===== src/hdl/ttrc_pkg.sv =====
// Package for the three-term recurrence checksum.
// Holds the modulus, recurrence constants and the end-around fold function.
// No dependencies.
`default_nettype none

package ttrc_pkg;

  localparam int unsigned TermW  = 16;
  localparam int unsigned ByteW  = 8;
  localparam int unsigned DiffW  = 26;

  localparam logic [TermW-1:0] ModValue    = 16'hFFFF;
  localparam logic [TermW-1:0] TermReset   = 16'd1;
  localparam logic [TermW-1:0] FirstOffset = 16'd7;
  localparam logic [ByteW-1:0] AlphaMul    = 8'd17;
  localparam logic [ByteW-1:0] BetaMul     = 8'd31;
  localparam logic [ByteW-1:0] IdxReset    = 8'd0;
  localparam logic [ByteW-1:0] IdxFirst    = 8'd1;
  // 256 * 65535: lifts any difference of the two products above zero
  localparam logic [DiffW-1:0] DiffBias    = 26'd16776960;

  // reduce a nonnegative value mod 65535 by folding the upper half onto the lower
  function automatic logic [TermW-1:0] mod_fold(input logic [DiffW-1:0] x);
    logic [TermW:0] s1;
    logic [TermW:0] s2;
    begin
      s1 = 17'(x[DiffW-1:TermW]) + 17'(x[TermW-1:0]);
      s2 = 17'(s1[TermW]) + 17'(s1[TermW-1:0]);
      if (s2 >= 17'(ModValue)) begin
        mod_fold = 16'(s2 - 17'(ModValue));
      end else begin
        mod_fold = s2[TermW-1:0];
      end
    end
  endfunction

endpackage

`default_nettype wire


===== src/hdl/three_term_recurrence_checksum_top.sv =====
// Timing: an accepted byte is captured in the input register; when the last
// byte advances out of it, its checksum is written to the output register
// and out_valid_o rises.
// Throughput: one byte per cycle unless stalled; the term update (two products
// of 16-bit terms, a subtract and a mod-65535 fold) is combinational logic.
// Input stalls only while a last word waits on an unread full output register.
// Reset: asynchronous, active low; clears both stages and sets the terms to 1
// and the index to 0.
// Top level of the three-term recurrence checksum; depends on ttrc_pkg.
`default_nettype none

module three_term_recurrence_checksum_top
  import ttrc_pkg::*;
(
  input  wire logic                clk_i,
  input  wire logic                rst_ni,
  input  wire logic                in_valid_i,
  output logic                     in_ready_o,
  input  wire logic [ByteW-1:0]    data_byte_i,
  input  wire logic                first_byte_i,
  input  wire logic                last_byte_i,
  output logic                     out_valid_o,
  input  wire logic                out_ready_i,
  output logic [TermW-1:0]         checksum_o
);

  logic               s1_valid_q;
  logic [ByteW-1:0]   s1_byte_q;
  logic               s1_first_q;
  logic               s1_last_q;
  logic               s1_adv;

  logic [TermW-1:0]   older_q, older_d;
  logic [TermW-1:0]   newer_q, newer_d;
  logic [ByteW-1:0]   idx_q, idx_d;

  logic               out_valid_q;
  logic [TermW-1:0]   out_sum_q;

  logic [ByteW-1:0]   alpha;
  logic [ByteW-1:0]   beta;
  logic [ByteW:0]     coef_a;
  logic [24:0]        prod_a;
  logic [23:0]        prod_b;
  logic               neg;
  logic [DiffW-1:0]   diff;
  logic [TermW-1:0]   next_term;

  // advance a valid input register unless its last-byte result is blocked by a full output
  assign s1_adv     = s1_valid_q && (!s1_last_q || !out_valid_q || out_ready_i);
  assign in_ready_o = !s1_valid_q || s1_adv;

  always_comb begin
    alpha     = 8'(idx_q * AlphaMul);
    beta      = 8'(idx_q * BetaMul);
    coef_a    = 9'(s1_byte_q) + 9'(alpha);
    prod_a    = 25'(coef_a) * 25'(newer_q);
    prod_b    = 24'(beta) * 24'(older_q);
    neg       = 25'(prod_b) > prod_a;
    diff      = 26'(prod_a) + DiffBias + 26'(neg) - 26'(prod_b);
    next_term = mod_fold(diff);

    if (s1_first_q) begin
      older_d = TermReset;
      newer_d = 16'(s1_byte_q) + FirstOffset;
      idx_d   = IdxFirst;
    end else begin
      older_d = newer_q;
      newer_d = next_term;
      idx_d   = 8'(idx_q + 8'd1);
    end
  end

  always_ff @(posedge clk_i or negedge rst_ni) begin
    if (!rst_ni) begin
      s1_valid_q  <= 1'b0;
      s1_first_q  <= 1'b0;
      s1_last_q   <= 1'b0;
      older_q     <= TermReset;
      newer_q     <= TermReset;
      idx_q       <= IdxReset;
      out_valid_q <= 1'b0;
    end else begin
      if (in_ready_o) begin
        s1_valid_q <= in_valid_i;
        s1_first_q <= first_byte_i;
        s1_last_q  <= last_byte_i;
      end
      if (s1_adv) begin
        older_q <= older_d;
        newer_q <= newer_d;
        idx_q   <= idx_d;
      end
      if (s1_adv && s1_last_q) begin
        out_valid_q <= 1'b1;
      end else if (out_ready_i) begin
        out_valid_q <= 1'b0;
      end
    end
  end

  always_ff @(posedge clk_i) begin
    if (in_ready_o) begin
      s1_byte_q <= data_byte_i;
    end
    if (s1_adv && s1_last_q) begin
      out_sum_q <= newer_d;
    end
  end

  assign out_valid_o = out_valid_q;
  assign checksum_o  = out_sum_q;

  a_newer_below_mod: assert property (@(posedge clk_i) disable iff (!rst_ni)
    newer_q != ModValue)
    else $error("newer term reached the modulus");

  a_older_below_mod: assert property (@(posedge clk_i) disable iff (!rst_ni)
    older_q != ModValue)
    else $error("older term reached the modulus");

  a_first_restart: assert property (@(posedge clk_i) disable iff (!rst_ni)
    s1_adv && s1_first_q |=> idx_q == IdxFirst && older_q == TermReset)
    else $error("first byte did not restart the recurrence");

  a_out_from_last: assert property (@(posedge clk_i) disable iff (!rst_ni)
    $rose(out_valid_q) |-> $past(s1_adv && s1_last_q))
    else $error("result appeared without a last byte");

endmodule

`default_nettype wire

===== config.mk =====
export PLATFORM = sky130hd
export DESIGN_NAME = three_term_recurrence_checksum_top
export DESIGN_NICKNAME = d
export VERILOG_FILES = /design/src/hdl/ttrc_pkg.sv /design/src/hdl/three_term_recurrence_checksum_top.sv
export SDC_FILE = /design/constraint.sdc
export NUM_CORES = 1
export LEC_CHECK = 0
export ABC_AREA = 1
export BUFFER_PORTS_ARGS = -buffer_cell sky130_fd_sc_hd__buf_2
export CORE_MARGIN = 4
export CORE_UTILIZATION = 48
export DETAILED_ROUTE_END_ITERATION = 6
export MAX_ROUTING_LAYER = met4
export PLACE_DENSITY = 0.71
export SETUP_SLACK_MARGIN = 0.3
export SYNTH_ARGS = -nofsm -noshare
export SYNTH_HDL_FRONTEND = slang
export SYNTH_SLANG_ARGS = --single-unit

===== constraint.sdc =====
create_clock -name clk_i -period 35.8 [get_ports clk_i]
set_input_delay 1.79 -clock clk_i [delete_from_list [all_inputs] [get_ports clk_i]]
set_output_delay 1.79 -clock clk_i [all_outputs]
set_load 0.01 [all_outputs]

After elaboration in Yosys (flattened, before gate mapping). Index checks and enable logic that the tools add are counted.

Bits in registers: 68. Latch bits: 0. Memory bits (writable): 0. Bits in read-only memories: 0. Input port bits: 14. Output and inout port bits: 18. Word-level logic and storage cells: 39. Memories kept: 0.

Add/subtract/negate cells: 9. Multipliers: 4. Div/mod/pow operators: 0. Order comparisons: 2. Equal/unequal tests: 0. Shift operators: 0. Mux-type cells: 6. Bitwise logic cells: 0. Reduce and logical (&&, ||, !) cells: 9.

Operators by type and width (count): $mux W16 (3); $add A25 B24 Y26 const B (1); $add A26 B1 Y26 (1); $sub A26 B24 Y26 (1); $gt A24 B25 Y1 (1); $mul A9 B16 Y25 (1); $mul A8 B16 Y24 (1); $add A1 B16 Y17 (1); $add A10 B16 Y17 (1); $ge A17 B16 Y1 const B (1); $mul A8 B5 Y8 const B (2); $sub A16 B16 Y16 const B (1); $add A8 B3 Y9 const B (1); $add A8 B8 Y9 (1); $add A8 B1 Y8 const B (1); $mux W8 (1); $logic_not A1 Y1 (3); $logic_or A1 B1 Y1 (3); $logic_and A1 B1 Y1 (2); $mux W1 (2); $reduce_bool A2 Y1 (1).

Depth between registers and ports, before layout. Gate-level depths: netlist of the first run.

Depth after elaboration: 11. Gate-level depth with buffers: 97. Mapped depth without buffers: 97.

Worst setup path after synthesis of the first run. Ideal clock, no wire load.

Path kind: register -> register. Start: register idx_q[1]. End: register out_sum_q[8], in the netlist checksum_o[8] (data pin). Setup time: 0.258 ns. Arrival: 14.227 ns. Required time: 35.542 ns. Path slack: 21.315 ns. Cell stages (with the launch flop): 91. Path buffers: 1. Clock period less this slack: 14.485 ns. Path through: dfrtp_1 -> fa_1 -> inv_1 -> fa_1 -> fa_1 -> inv_1 -> ha_1 -> a21oi_1 -> inv_1 -> a31oi_1 -> or2_2 -> nand2_1 -> a21oi_1 -> xnor2_1 -> inv_1 -> clkbuf_1 -> nor2_1 -> fa_1 -> (+55 left out) -> inv_1 -> nor2_2 -> nand3_1 -> nor2_2 -> nand3_2 -> nor2_2 -> nand3_2 -> nor2_2 -> nand2_2 -> xor2_1 -> nor2_2 -> nand3_2 -> nand2_1 -> nand2_2 -> nand2_4 -> nand2_4 -> nand2_4 -> o21ai_2.

Word-level cells in the longest chain between the ends: 11. Elaborated cells between the ends (all ways): 15. Classes of those cells: 7 x add/sub; 4 x mul; 2 x order compare; 2 x mux.

Ends and longest elaborated chain: start: declaration (RTL line three_term_recurrence_checksum_top.sv:35) `logic [ByteW-1:0] idx_q, idx_d;`; start signal: assignment (RTL line three_term_recurrence_checksum_top.sv:81) `idx_q <= IdxReset;`; start signal: assignment (RTL line three_term_recurrence_checksum_top.sv:92) `idx_q <= idx_d;`; $mul A8 B5 Y8 (RTL line three_term_recurrence_checksum_top.sv:54) `alpha = 8'(idx_q * AlphaMul);`; $add A8 B8 Y9 (RTL line three_term_recurrence_checksum_top.sv:56) `coef_a = 9'(s1_byte_q) + 9'(alpha);`; $mul A9 B16 Y25 (RTL line three_term_recurrence_checksum_top.sv:57) `prod_a = 25'(coef_a) * 25'(newer_q);`; $add A25 B24 Y26 or $gt A24 B25 Y1 (tied branches) (RTL line three_term_recurrence_checksum_top.sv:60, three_term_recurrence_checksum_top.sv:59); $add A26 B1 Y26 (RTL line three_term_recurrence_checksum_top.sv:60) `diff = 26'(prod_a) + DiffBias + 26'(neg) - 26'(prod_b);`; $sub A26 B24 Y26 * (RTL line three_term_recurrence_checksum_top.sv:60); $add A10 B16 Y17 * (RTL line ttrc_pkg.sv:27) `s1 = 17'(x[DiffW-1:TermW]) + 17'(x[TermW-1:0]);`; $add A1 B16 Y17 * (RTL line ttrc_pkg.sv:28) `s2 = 17'(s1[TermW]) + 17'(s1[TermW-1:0]);`; $sub A16 B16 Y16 or $ge A17 B16 Y1 (tied branches) (RTL line ttrc_pkg.sv:30, ttrc_pkg.sv:29); $mux W16 * (RTL line ttrc_pkg.sv:29) `if (s2 >= 17'(ModValue)) begin`; $mux W16 * (RTL line three_term_recurrence_checksum_top.sv:63) `if (s1_first_q) begin`; named net newer_d[8] (RTL line three_term_recurrence_checksum_top.sv:34) `logic [TermW-1:0] newer_q, newer_d;`; end signal: assignment (RTL line three_term_recurrence_checksum_top.sv:107) `out_sum_q <= newer_d;`; end: declaration (RTL line three_term_recurrence_checksum_top.sv:38) `logic [TermW-1:0] out_sum_q;`.

Mark *: on every way through the listed nets, which the timed path passes. The rest lies on a longest branch. A chain may end at the register's enable or synchronous reset.

Worst setup path after layout of the first run.
Start: register idx_q[0]. End: register newer_q[13].

Word-level cells in the longest chain between the ends: 11. Elaborated cells between the ends (all ways): 15. Classes of those cells: 7 x add/sub; 4 x mul; 2 x order compare; 2 x mux.

Ends and longest elaborated chain: $mul A8 B5 Y8 (RTL line three_term_recurrence_checksum_top.sv:54); $add A8 B8 Y9 (RTL line three_term_recurrence_checksum_top.sv:56); $mul A9 B16 Y25 (RTL line three_term_recurrence_checksum_top.sv:57); $add A25 B24 Y26 or $gt A24 B25 Y1 (tied branches) (RTL line three_term_recurrence_checksum_top.sv:60, three_term_recurrence_checksum_top.sv:59); $add A26 B1 Y26 (RTL line three_term_recurrence_checksum_top.sv:60); $sub A26 B24 Y26 * (RTL line three_term_recurrence_checksum_top.sv:60); $add A10 B16 Y17 * (RTL line ttrc_pkg.sv:27); $add A1 B16 Y17 * (RTL line ttrc_pkg.sv:28); $sub A16 B16 Y16 or $ge A17 B16 Y1 (tied branches) (RTL line ttrc_pkg.sv:30, ttrc_pkg.sv:29); $mux W16 * (RTL line ttrc_pkg.sv:29); $mux W16 * (RTL line three_term_recurrence_checksum_top.sv:63); named net newer_d[13] (RTL line three_term_recurrence_checksum_top.sv:34); end signal: assignment (RTL line three_term_recurrence_checksum_top.sv:80) `newer_q <= TermReset;`; end signal: assignment (RTL line three_term_recurrence_checksum_top.sv:91) `newer_q <= newer_d;`; end: declaration (RTL line three_term_recurrence_checksum_top.sv:34).

Marked as above.

==> flow_metrics.tcl, run 1 <==
set metrics [dict create \
    core_area_mm2 0.0308 \
    maxSlewHeadroom_pct 24.9 \
    hold_viol_final 0 \
    hpwl_mm 33.7 \
    avgSynthCellArea_um2 7.56 \
    synth_cell_types 41 \
    die_w_um 185 \
    viasPerCell 5.30 \
    path_buf_inv 10 \
    syn_nets 2406 \
    clockBufferDepth 2 \
    fp.dieH_um 185 \
    slew_viol_final 0 \
    wirelength_mm 40.4 \
    critPathLaunchType "flip-flop" \
    drt_iter0_drc 848 \
    setup_violations 0 \
    ant_nets 0 \
    io_pins 32 \
    grt_max_degree 45 \
    start_util_pct 48.9 \
    dieArea_mm2 0.0343 \
    drc 0 \
    cts.sinks 68 \
    h-tree-depth 3 \
    fin_crit_ps 16670 \
    finalCritPeriodShare_pct 46.6 \
    hold_buffers 0 \
    finalClockSkew_ps 16.9 \
    critPathRequiredTime_ps 36060 \
    yosys.area_share.adder_pct 42.9 \
    crit_arrival_ps 16930 \
    synth_compound_area_share_pct 6.27 \
    post-cts-setup-buffers 0 \
    end_kind "flip-flop" \
    rows 64 \
    path_clk_slew_ps 80 \
    ys_warn_count 0 \
    gp_congestion 0.952 \
    synth-seq-area-share_pct 12.1 \
    cp_top_family "adder cells" \
    synth_seq_cells 68 \
    firstDrtPassIters 6 \
    synth-simple-area-share_pct 21.0 \
    synth_area_mm2 0.0151 \
    gr-total-overflow 0 \
    crit_type "flip-flop to flip-flop" \
    hold_path_class "flip-flop to flip-flop" \
    synthMuxAreaShare_pct 0 \
    synth_top_family_by_area "adder cells" \
    final.setup.tns_ps 0 \
    fin_nets 2402 \
    worst_path_largest_cell_delay_ps 960 \
    slowest_stage "dfrtp_1" \
    tritoncts "built" \
    synthXorXnorAreaFrac_pct 4.91 \
    num_vias 12700 \
    root_buffer "clkbuf_16" \
    grt.total_usage_pct 25.3 \
    grt_first_pass_wirelength_mm 67.0 \
    clk_latency_ps 360 \
    crit_fanout 23 \
    diodes 0 \
    grt_pass1_vias 13100 \
    fillers 2927 \
    crit_path_frequent_cell "nand2_1" \
    max_freq_mhz 60.0 \
    ctsResizeCount 0 \
    syn_inst 1996 \
    tightestPinTransition_ps 1130 \
    grt_setup_unrepaired "no" \
    drive_gt1_share_pct 5.31 \
    routedWlPerCell_um 16.9 \
    antenna_found_initial 0 \
    cts-buffers-inserted 9 \
    area_delta_synth_final_pct 5.27 \
    drv_cap 0 \
    port_buffers 31 \
    outcome "finished, final reports clean" \
]
[sequential cells by signal (all words and copies together) (netlist names)]
| signal | cells |
|---|---|
| idx_q | 8 |
| checksum_o | 16 |
| newer_q | 16 |
| older_q | 16 |
| s1_byte_q | 8 |
| out_valid_o | 1 |
| s1_first_q | 1 |
| s1_last_q | 1 |
| s1_valid_q | 1 |
[cells in the mapped netlist (all sizes together)]
cell type | instances | area share, %
a21oi | 84 | 2.8
dfstp | 2 | 0.35
nor2 | 187 | 4.9
o21ai | 63 | 2.2
and2 | 2 | 0.083
dfrtp | 42 | 7.0
o21bai | 7 | 0.35
a31oi | 4 | 0.17
xnor2 | 28 | 1.6
buf | 13 | 0.39
a21o | 3 | 0.15
a21boi | 6 | 0.30
nor4 | 2 | 0.083
nor3 | 7 | 0.23
xor2 | 54 | 3.3
clkbuf | 36 | 0.90
o21a | 4 | 0.20
o211ai | 1 | 0.050
nand4 | 19 | 0.79
ha | 195 | 16
or2 | 9 | 0.37
inv | 465 | 12
a2111oi | 1 | 0.058
o31ai | 1 | 0.050
nand3 | 84 | 3.0
edfxtp | 24 | 4.8
nand2 | 449 | 11
fa | 201 | 27
nand3b | 3 | 0.15
[metal layers]
metal,global-route usage (%),wire length [µm],vias up
li1,-,-,6008
met3,2.83,2650,95
met1,33.6,17400,6136
met2,41.4,19100,441
met4,7.37,1290,0
met5,-,0,-
[cell type report]
| class | instances | area (µm²) | area share, % |
|---|---|---|---|
| clock buffers | 9 | 225 | 1.42 |
| clock inverters | 7 | 82.6 | 0.520 |
| inverters | 465 | 1750 | 11.0 |
| multi-input cells | 1414 | 11300 | 71.3 |
| flip-flops and latches | 68 | 1820 | 11.5 |
| well taps | 396 | 495 | 3.12 |
| repair buffers | 34 | 178 | 1.12 |
[through the flow]
| step | hold WS (ps) | setup slack (ps) | cells | cell area [µm²] | utilization [%] |
|---|---|---|---|---|---|
| 6_report | 551 | 19130 | 2393 | 15900 | 51.5 |
| 5_1_grt | 589 | 17240 | 2393 | 15900 | 51.5 |
| 4_1_cts | 556 | 19230 | 2393 | 15900 | 51.5 |
| 3_5_place_dp | 530 | 19340 | 2377 | 15600 | 50.5 |
| 3_3_place_gp | 546 | 19560 | 2377 | 15600 | 50.5 |
| 2_1_floorplan | 472 | 21320 | 1996 | 15100 | - |
[cells in the final DEF (no fill, tap or decap), drive strengths merged, types with 3 or more instances in the layout]
master	instances
a21boi	6
a21o	3
a21oi	84
a31oi	4
buf	34
clkbuf	9
dfrtp	42
edfxtp	24
fa	201
ha	195
inv	469
nand2	449
nand3	84
nand3b	3
nand4	19
nor2	187
nor3	7
o21a	4
o21ai	63
o21bai	7
or2	9
xnor2	28
xor2	54
[final timing paths]
| kind | start | end | slack (ps) | depth (start not counted) |
|---|---|---|---|---|
| max in group asynchronous | rst_ni | older_q[3]$_DFFE_PN0P_ | 33440 | 1 |
| min reg2reg | s1_last_q$_DFFE_PN0P_ | out_valid_o$_DFFE_PN0P_ | 550 | 2 |
| min | s1_last_q$_DFFE_PN0P_ | out_valid_o$_DFFE_PN0P_ | 550 | 2 |
| min in group asynchronous | rst_ni | s1_valid_q$_DFFE_PN0P_ | 1650 | 1 |
| max reg2reg | idx_q[0]$_DFFE_PN0P_ | newer_q[13]$_DFFE_PN0P_ | 19130 | 82 |
| max | idx_q[0]$_DFFE_PN0P_ | newer_q[13]$_DFFE_PN0P_ | 19130 | 82 |
[worst min-delay path, cell delays in order, from the launching register on]
cell     delay, ps
dfrtp_1        340
nand2_1         90
o21ai_0         80
[cells by family after synthesis]
group | Yosys count
AOI/OAI and AO/OA | 174
adders and majority gates | 396
DFF | 68
and+or+nand+nor | 762
xor gates and xnor gates | 82
buffers and inverters | 514
Power of run 1 is not shown: default switching activity piles up to over one toggle a cycle in this logic, so the estimate is an artifact.
==> inputs of run 2 (changes only) <==
--- a/config.mk
+++ b/config.mk
@@ -5,13 +5,13 @@
 export SDC_FILE = /design/constraint.sdc
 export NUM_CORES = 1
 export LEC_CHECK = 0
-export ABC_AREA = 1
+export ABC_AREA = 0
 export BUFFER_PORTS_ARGS = -buffer_cell sky130_fd_sc_hd__buf_2
 export CORE_MARGIN = 4
 export CORE_UTILIZATION = 48
 export DETAILED_ROUTE_END_ITERATION = 6
 export MAX_ROUTING_LAYER = met4
-export PLACE_DENSITY = 0.71
+export PLACE_DENSITY = 0.73
 export SETUP_SLACK_MARGIN = 0.3
 export SYNTH_ARGS = -nofsm -noshare
 export SYNTH_HDL_FRONTEND = slang
==> constraint.sdc (replaced) <==
create_clock -name clk_i -period 14.84 [get_ports clk_i]
set_input_delay 0.742 -clock clk_i [delete_from_list [all_inputs] [get_ports clk_i]]
set_output_delay 0.742 -clock clk_i [all_outputs]
set_load 0.01 [all_outputs]
==> run 2 against run 1 <==
Compared with the run above:
- the flow now finishes with violations (negative setup slack)
- setup slack worse by 20000 ps
- register-to-register slack worse by 20000 ps
- final area up 17%
- global-route usage down 0.78 points
- first-iteration DRC count up 8.5%
- worst hold slack better by 5.4 ps
- clock skew down 8.8 ps
- highest routed layer unchanged
==> flow_metrics.tcl, run 2 <==
set metrics [dict create \
    maxSlewHeadroom_pct 28.3 \
    synth-main-ff-cell "dfrtp_1" \
    clk_latency_ps 330 \
    grt_max_degree 47 \
    avgSynthCellArea_um2 8.78 \
    crit_arrival_ps 15810 \
    drc 0 \
    cts-buffers-inserted 9 \
    viasPerCell 5.51 \
    grt_first_pass_wirelength_mm 69.2 \
    fin_nets 2391 \
    violations "negative setup slack" \
    synthMostInstantiatedCell "inv_1" \
    drv_cap 0 \
    ant_nets 0 \
    hold_path_class "flip-flop to flip-flop" \
    grt_setup_unrepaired "yes" \
    gp_congestion 0.931 \
    die_w_um 187 \
    grt.total_usage_pct 24.6 \
    routedWlPerCell_um 17.7 \
    worst_path_largest_cell_delay_ps 610 \
    cts.sinks 68 \
    synthArstFlopShare_pct 64.7 \
    fin_crit_ps 15600 \
    root_buffer "clkbuf_16" \
    setup_violations 32 \
    max_freq_mhz 64.1 \
    synth.top_cell.area_share_pct 26.2 \
    gr-total-overflow 0 \
    ys_warn_count 0 \
    setup_slack_ps -762 \
    finalCritPeriodShare_pct 105 \
    outcome "finished with violations" \
    path_clk_slew_ps 60 \
    drive_gt1_share_pct 22.7 \
    diodes 0 \
    post-route-util_pct 59.1 \
    rows 65 \
    core_area_mm2 0.0316 \
    area_delta_synth_final_pct 21.6 \
    grt_pass1_vias 13900 \
    dieArea_mm2 0.0349 \
    start_util_pct 48.6 \
    critPathRequiredTime_ps 15050 \
    wirelength_mm 42.3 \
    synth.largest_area_cell "fa_1" \
    hpwl_mm 33.5 \
    clockBufferDepth 2 \
    end_kind "flip-flop" \
    tritoncts "built" \
    synth_area_leaders "fa_1, ha_1, inv_1" \
    crit_type "flip-flop to flip-flop" \
    hold_viol_final 0 \
    firstDrtPassIters 5 \
    slowest_stage "fa_1" \
    slew_viol_final 0 \
    synth_edf_count 24 \
    port_buffers 31 \
    num_vias 13200 \
    finalClockSkew_ps 8.03 \
    hold_buffers 0 \
    synth_area_mm2 0.0153 \
    drt_iter0_drc 920 \
    mostFrequentLayoutCells "inv_1, buf_4, fa_1" \
    fp.dieH_um 187 \
    fillers 2641 \
    critPathLaunchType "flip-flop" \
    syn_inst 1746 \
    synth_seq_cells 68 \
    synth_cell_types 92 \
    synth-seq-area-share_pct 11.9 \
    io_pins 32 \
    h-tree-depth 3 \
    crit_fanout 4 \
    final_common_cell "inv_1" \
    syn_nets 2156 \
    crit_path_frequent_cell "fa_1" \
    antenna_found_initial 0 \
    tightestPinTransition_ps 1070 \
    synth_common_cells "inv_1, fa_1, nand2_1, ha_1, and2_1" \
]
-- run 2: kinds of logic (layout without fill, tap and decap cells) --
group | count (synthesis) | count (layout) | synth area share (%)
adders and majority gates | 396 | 396 | 42.2
buffers and inverters | 356 | 596 | 8.99
AOI/OAI and AO/OA | 262 | 262 | 11.6
muxes | 13 | 13 | 0.963
DFF | 68 | 68 | 11.9
and+or+nand+nor | 541 | 541 | 18.0
xor gates and xnor gates | 110 | 110 | 6.38
-- run 2: final cells by class --
type	count	area, µm²	area share [%]
well taps	402	503	2.70
clock inverters	4	50.0	0.268
clock buffers	12	279	1.50
repair buffers	279	2080	11.2
multi-input cells	1322	12800	68.5
flip-flops and latches	68	1830	9.81
inverters	301	1130	6.07
-- run 2: worst max-delay path: cells and delay by family (launching register included) --
family / cells / cell delay, ps
adder cells (fa/ha/maj): 16 / 6010
XOR/XNOR: 4 / 420
flip-flops: 1 / 430
buffers and inverters: 8 / 720
AO/OA/AOI/OAI: 26 / 4480
AND/OR/NAND/NOR: 13 / 3110
multiplexers: 1 / 290
-- run 2: timing repair --
item                       CTS  global route
pin swaps                   52            34
gates resized for setup     52            43
setup buffers               29            12
setup endpoints to repair   32            32
-- run 2: final timing paths --
| check | start | end | slack (ps) | cells past startpoint |
|---|---|---|---|---|
| max in group asynchronous | rst_ni | idx_q[0]$_DFFE_PN0P_ | 13580 | 1 |
| min in group asynchronous | rst_ni | idx_q[7]$_DFFE_PN0P_ | 580 | 1 |
| max reg2reg | idx_q[0]$_DFFE_PN0P_ | newer_q[3]$_DFFE_PN0P_ | -760 | 68 |
| min reg2reg | older_q[0]$_DFFE_PN1P_ | older_q[0]$_DFFE_PN1P_ | 560 | 2 |
| min | older_q[0]$_DFFE_PN1P_ | older_q[0]$_DFFE_PN1P_ | 560 | 2 |
| max | idx_q[0]$_DFFE_PN0P_ | newer_q[3]$_DFFE_PN0P_ | -760 | 68 |
-- run 2: through the flow --
stage / area, µm² / hold WS (ps) / setup slack, ps / cells / TNS [ps]
finish: 18700 / 556 / -762 / 2388 / -20550
global route: 18700 / 578 / -1250 / 2388 / -36450
CTS: 18400 / 550 / -189 / 2376 / -2330
detailed placement: 17600 / 542 / -662 / 2331 / -16540
global placement: 17600 / 537 / -251 / 2331 / -4270
floorplan: 15600 / 446 / 6.46 / 1746 / 0
-- run 2: layer usage --
layer	GRT usage [%]	share of wire, %	routed length (µm)	vias to the layer above
met2	41.7	50	21100	466
li1	-	-	-	6106
met4	6.34	2.3	981	0
met1	32.0	42	17600	6501
met5	-	0	0	-
met3	2.08	6.1	2580	91
Power of run 2 is left out for the same reason.
==> inputs of run 3 (changes only) <==
--- a/config.mk
+++ b/config.mk
@@ -9,6 +9,7 @@
 export BUFFER_PORTS_ARGS = -buffer_cell sky130_fd_sc_hd__buf_2
 export CORE_MARGIN = 4
 export CORE_UTILIZATION = 48
+export CTS_BUF_LIST = sky130_fd_sc_hd__clkbuf_4 sky130_fd_sc_hd__clkbuf_8 sky130_fd_sc_hd__clkbuf_16
 export DETAILED_ROUTE_END_ITERATION = 6
 export MAX_ROUTING_LAYER = met4
 export PLACE_DENSITY = 0.73
==> run 3 against run 2 <==
Compared with the run above:
- maximum frequency about the same
- setup slack improved by 2.9 ps
- worst hold slack got worse by 6.6 ps
- die area unchanged
- routed wire length decreased by 0.13%
- non-clock buffer count unchanged
- the run still ends with negative setup slack left
- first-iteration DRC count decreased by 3.5%
==> flow_metrics.tcl, run 3 (synthesis gave the netlist of run 2 again) <==
set metrics [dict create \
    hpwl_mm 33.5 \
    core_area_mm2 0.0316 \
    critPathRequiredTime_ps 15050 \
    hold_path_class "flip-flop to flip-flop" \
    worst_path_largest_cell_delay_ps 610 \
    drc 0 \
    grt_max_degree 47 \
    num_vias 13100 \
    slew_viol_final 0 \
    clk_latency_ps 330 \
    area_delta_synth_final_pct 21.7 \
    gr-total-overflow 0 \
    root_buffer "clkbuf_16" \
    ant_nets 0 \
    r2r_cells 68 \
    mostFrequentLayoutCells "inv_1, buf_4, fa_1" \
    drv_cap 0 \
    critPathLaunchType "flip-flop" \
    fin_nets 2391 \
    rr_endpoint "newer_q[3]$_DFFE_PN0P_" \
    hold_buffers 0 \
    r2r-start "idx_q[0]$_DFFE_PN0P_" \
    regToRegSetupSlack_ps -760 \
    antenna_found_initial 0 \
    start_util_pct 48.6 \
    end_kind "flip-flop" \
    cts-buffers-inserted 9 \
    crit_end "newer_q[3]$_DFFE_PN0P_" \
    cp-startpoint "idx_q[0]$_DFFE_PN0P_" \
    fp.dieH_um 187 \
    grt_pass1_vias 13900 \
    fin_crit_ps 15600 \
    h-tree-depth 3 \
    diodes 0 \
    slowest_stage "fa_1" \
    viasPerCell 5.51 \
    io_pins 32 \
    grt_setup_unrepaired "yes" \
    violations "negative setup slack" \
    crit_path_frequent_cell "fa_1" \
    dieArea_mm2 0.0349 \
    preCtsSetupSlack_ps -662 \
    port_buffers 31 \
    crit_arrival_ps 15810 \
    wirelength_mm 42.2 \
    post-route-util_pct 59.1 \
    drive_gt1_share_pct 22.7 \
    tritoncts "built" \
    crit_type "flip-flop to flip-flop" \
    outcome "finished with violations" \
    firstDrtPassIters 5 \
    clockBufferDepth 2 \
    setup_slack_ps -759 \
    drt_iter0_drc 888 \
    crit_fanout 4 \
    tightestPinTransition_ps 1050 \
    finalCritPeriodShare_pct 105 \
    hold_viol_final 0 \
    dpl.cell_count 2331 \
    holdWs_ps 550 \
    grt_first_pass_wirelength_mm 69.2 \
    max_freq_mhz 64.1 \
    grt.total_usage_pct 24.6 \
    gp_congestion 0.931 \
    final_common_cell "inv_1" \
    setup_violations 32 \
    finalClockSkew_ps 8.16 \
    die_w_um 187 \
    path_clk_slew_ps 60 \
    fin_cells 2388 \
    cts.sinks 68 \
    routedWlPerCell_um 17.7 \
    rows 65 \
    maxSlewHeadroom_pct 29.4 \
]
-- run 3: final cells by class --
type                            instances  area (µm²)
Clock buffer                           12         283
Fill cell                            2639       12900
Clock inverter                          4        50.0
Multi-Input combinational cell       1322       12800
Sequential cell                        68        1830
Timing Repair Buffer                  279        2080
Inverter                              301        1130
Tap cell                              402         503
-- run 3: what timing repair did --
action | 4_1_cts | 5_1_grt
gates resized for setup | 52 | 43
pin swaps | 52 | 34
buffers inserted | 29 | 12
endpoints found under the setup margin | 32 | 32
-- run 3: worst min-delay path by stage --
stage,startpoint,to,slack (ps),cells after the start
after floorplan,rst_ni,idx_q[0]$_DFFE_PN0P_,450,0
after global placement,older_q[0]$_DFFE_PN1P_,older_q[0]$_DFFE_PN1P_,540,2
after detailed placement,older_q[0]$_DFFE_PN1P_,older_q[0]$_DFFE_PN1P_,540,2
after CTS,older_q[0]$_DFFE_PN1P_,older_q[0]$_DFFE_PN1P_,550,2
after global routing,data_byte_i[7],s1_byte_q[7]$_DFFE_PP_,580,1
final,older_q[0]$_DFFE_PN1P_,older_q[0]$_DFFE_PN1P_,550,2
-- run 3: per-layer routing --
| metal | vias to the layer above | global-route usage (%) | share of wire (%) |
|---|---|---|---|
| met5 | - | - | 0 |
| li1 | 6107 | - | - |
| met3 | 89 | 2.08 | 6.0 |
| met1 | 6497 | 32.0 | 42 |
| met2 | 455 | 41.7 | 50 |
| met4 | 0 | 6.34 | 2.4 |
-- run 3: critical path: cells and delay by family, from the launching register on --
family / cells / cell delay, ps
mux: 1 / 290
compound gates: 26 / 4470
flops: 1 / 430
buf+inv: 8 / 720
fa+ha+maj: 16 / 6010
xor+xnor: 4 / 420
simple gates: 13 / 3120
-- run 3: through the flow --
step	instance area, µm²	TNS (ps)
after floorplan	15600	0
after global placement	17600	-4270
after detailed placement	17600	-16540
after CTS	18400	-2330
after global routing	18700	-36450
final	18700	-20540
Power of run 3 is left out for the same reason.
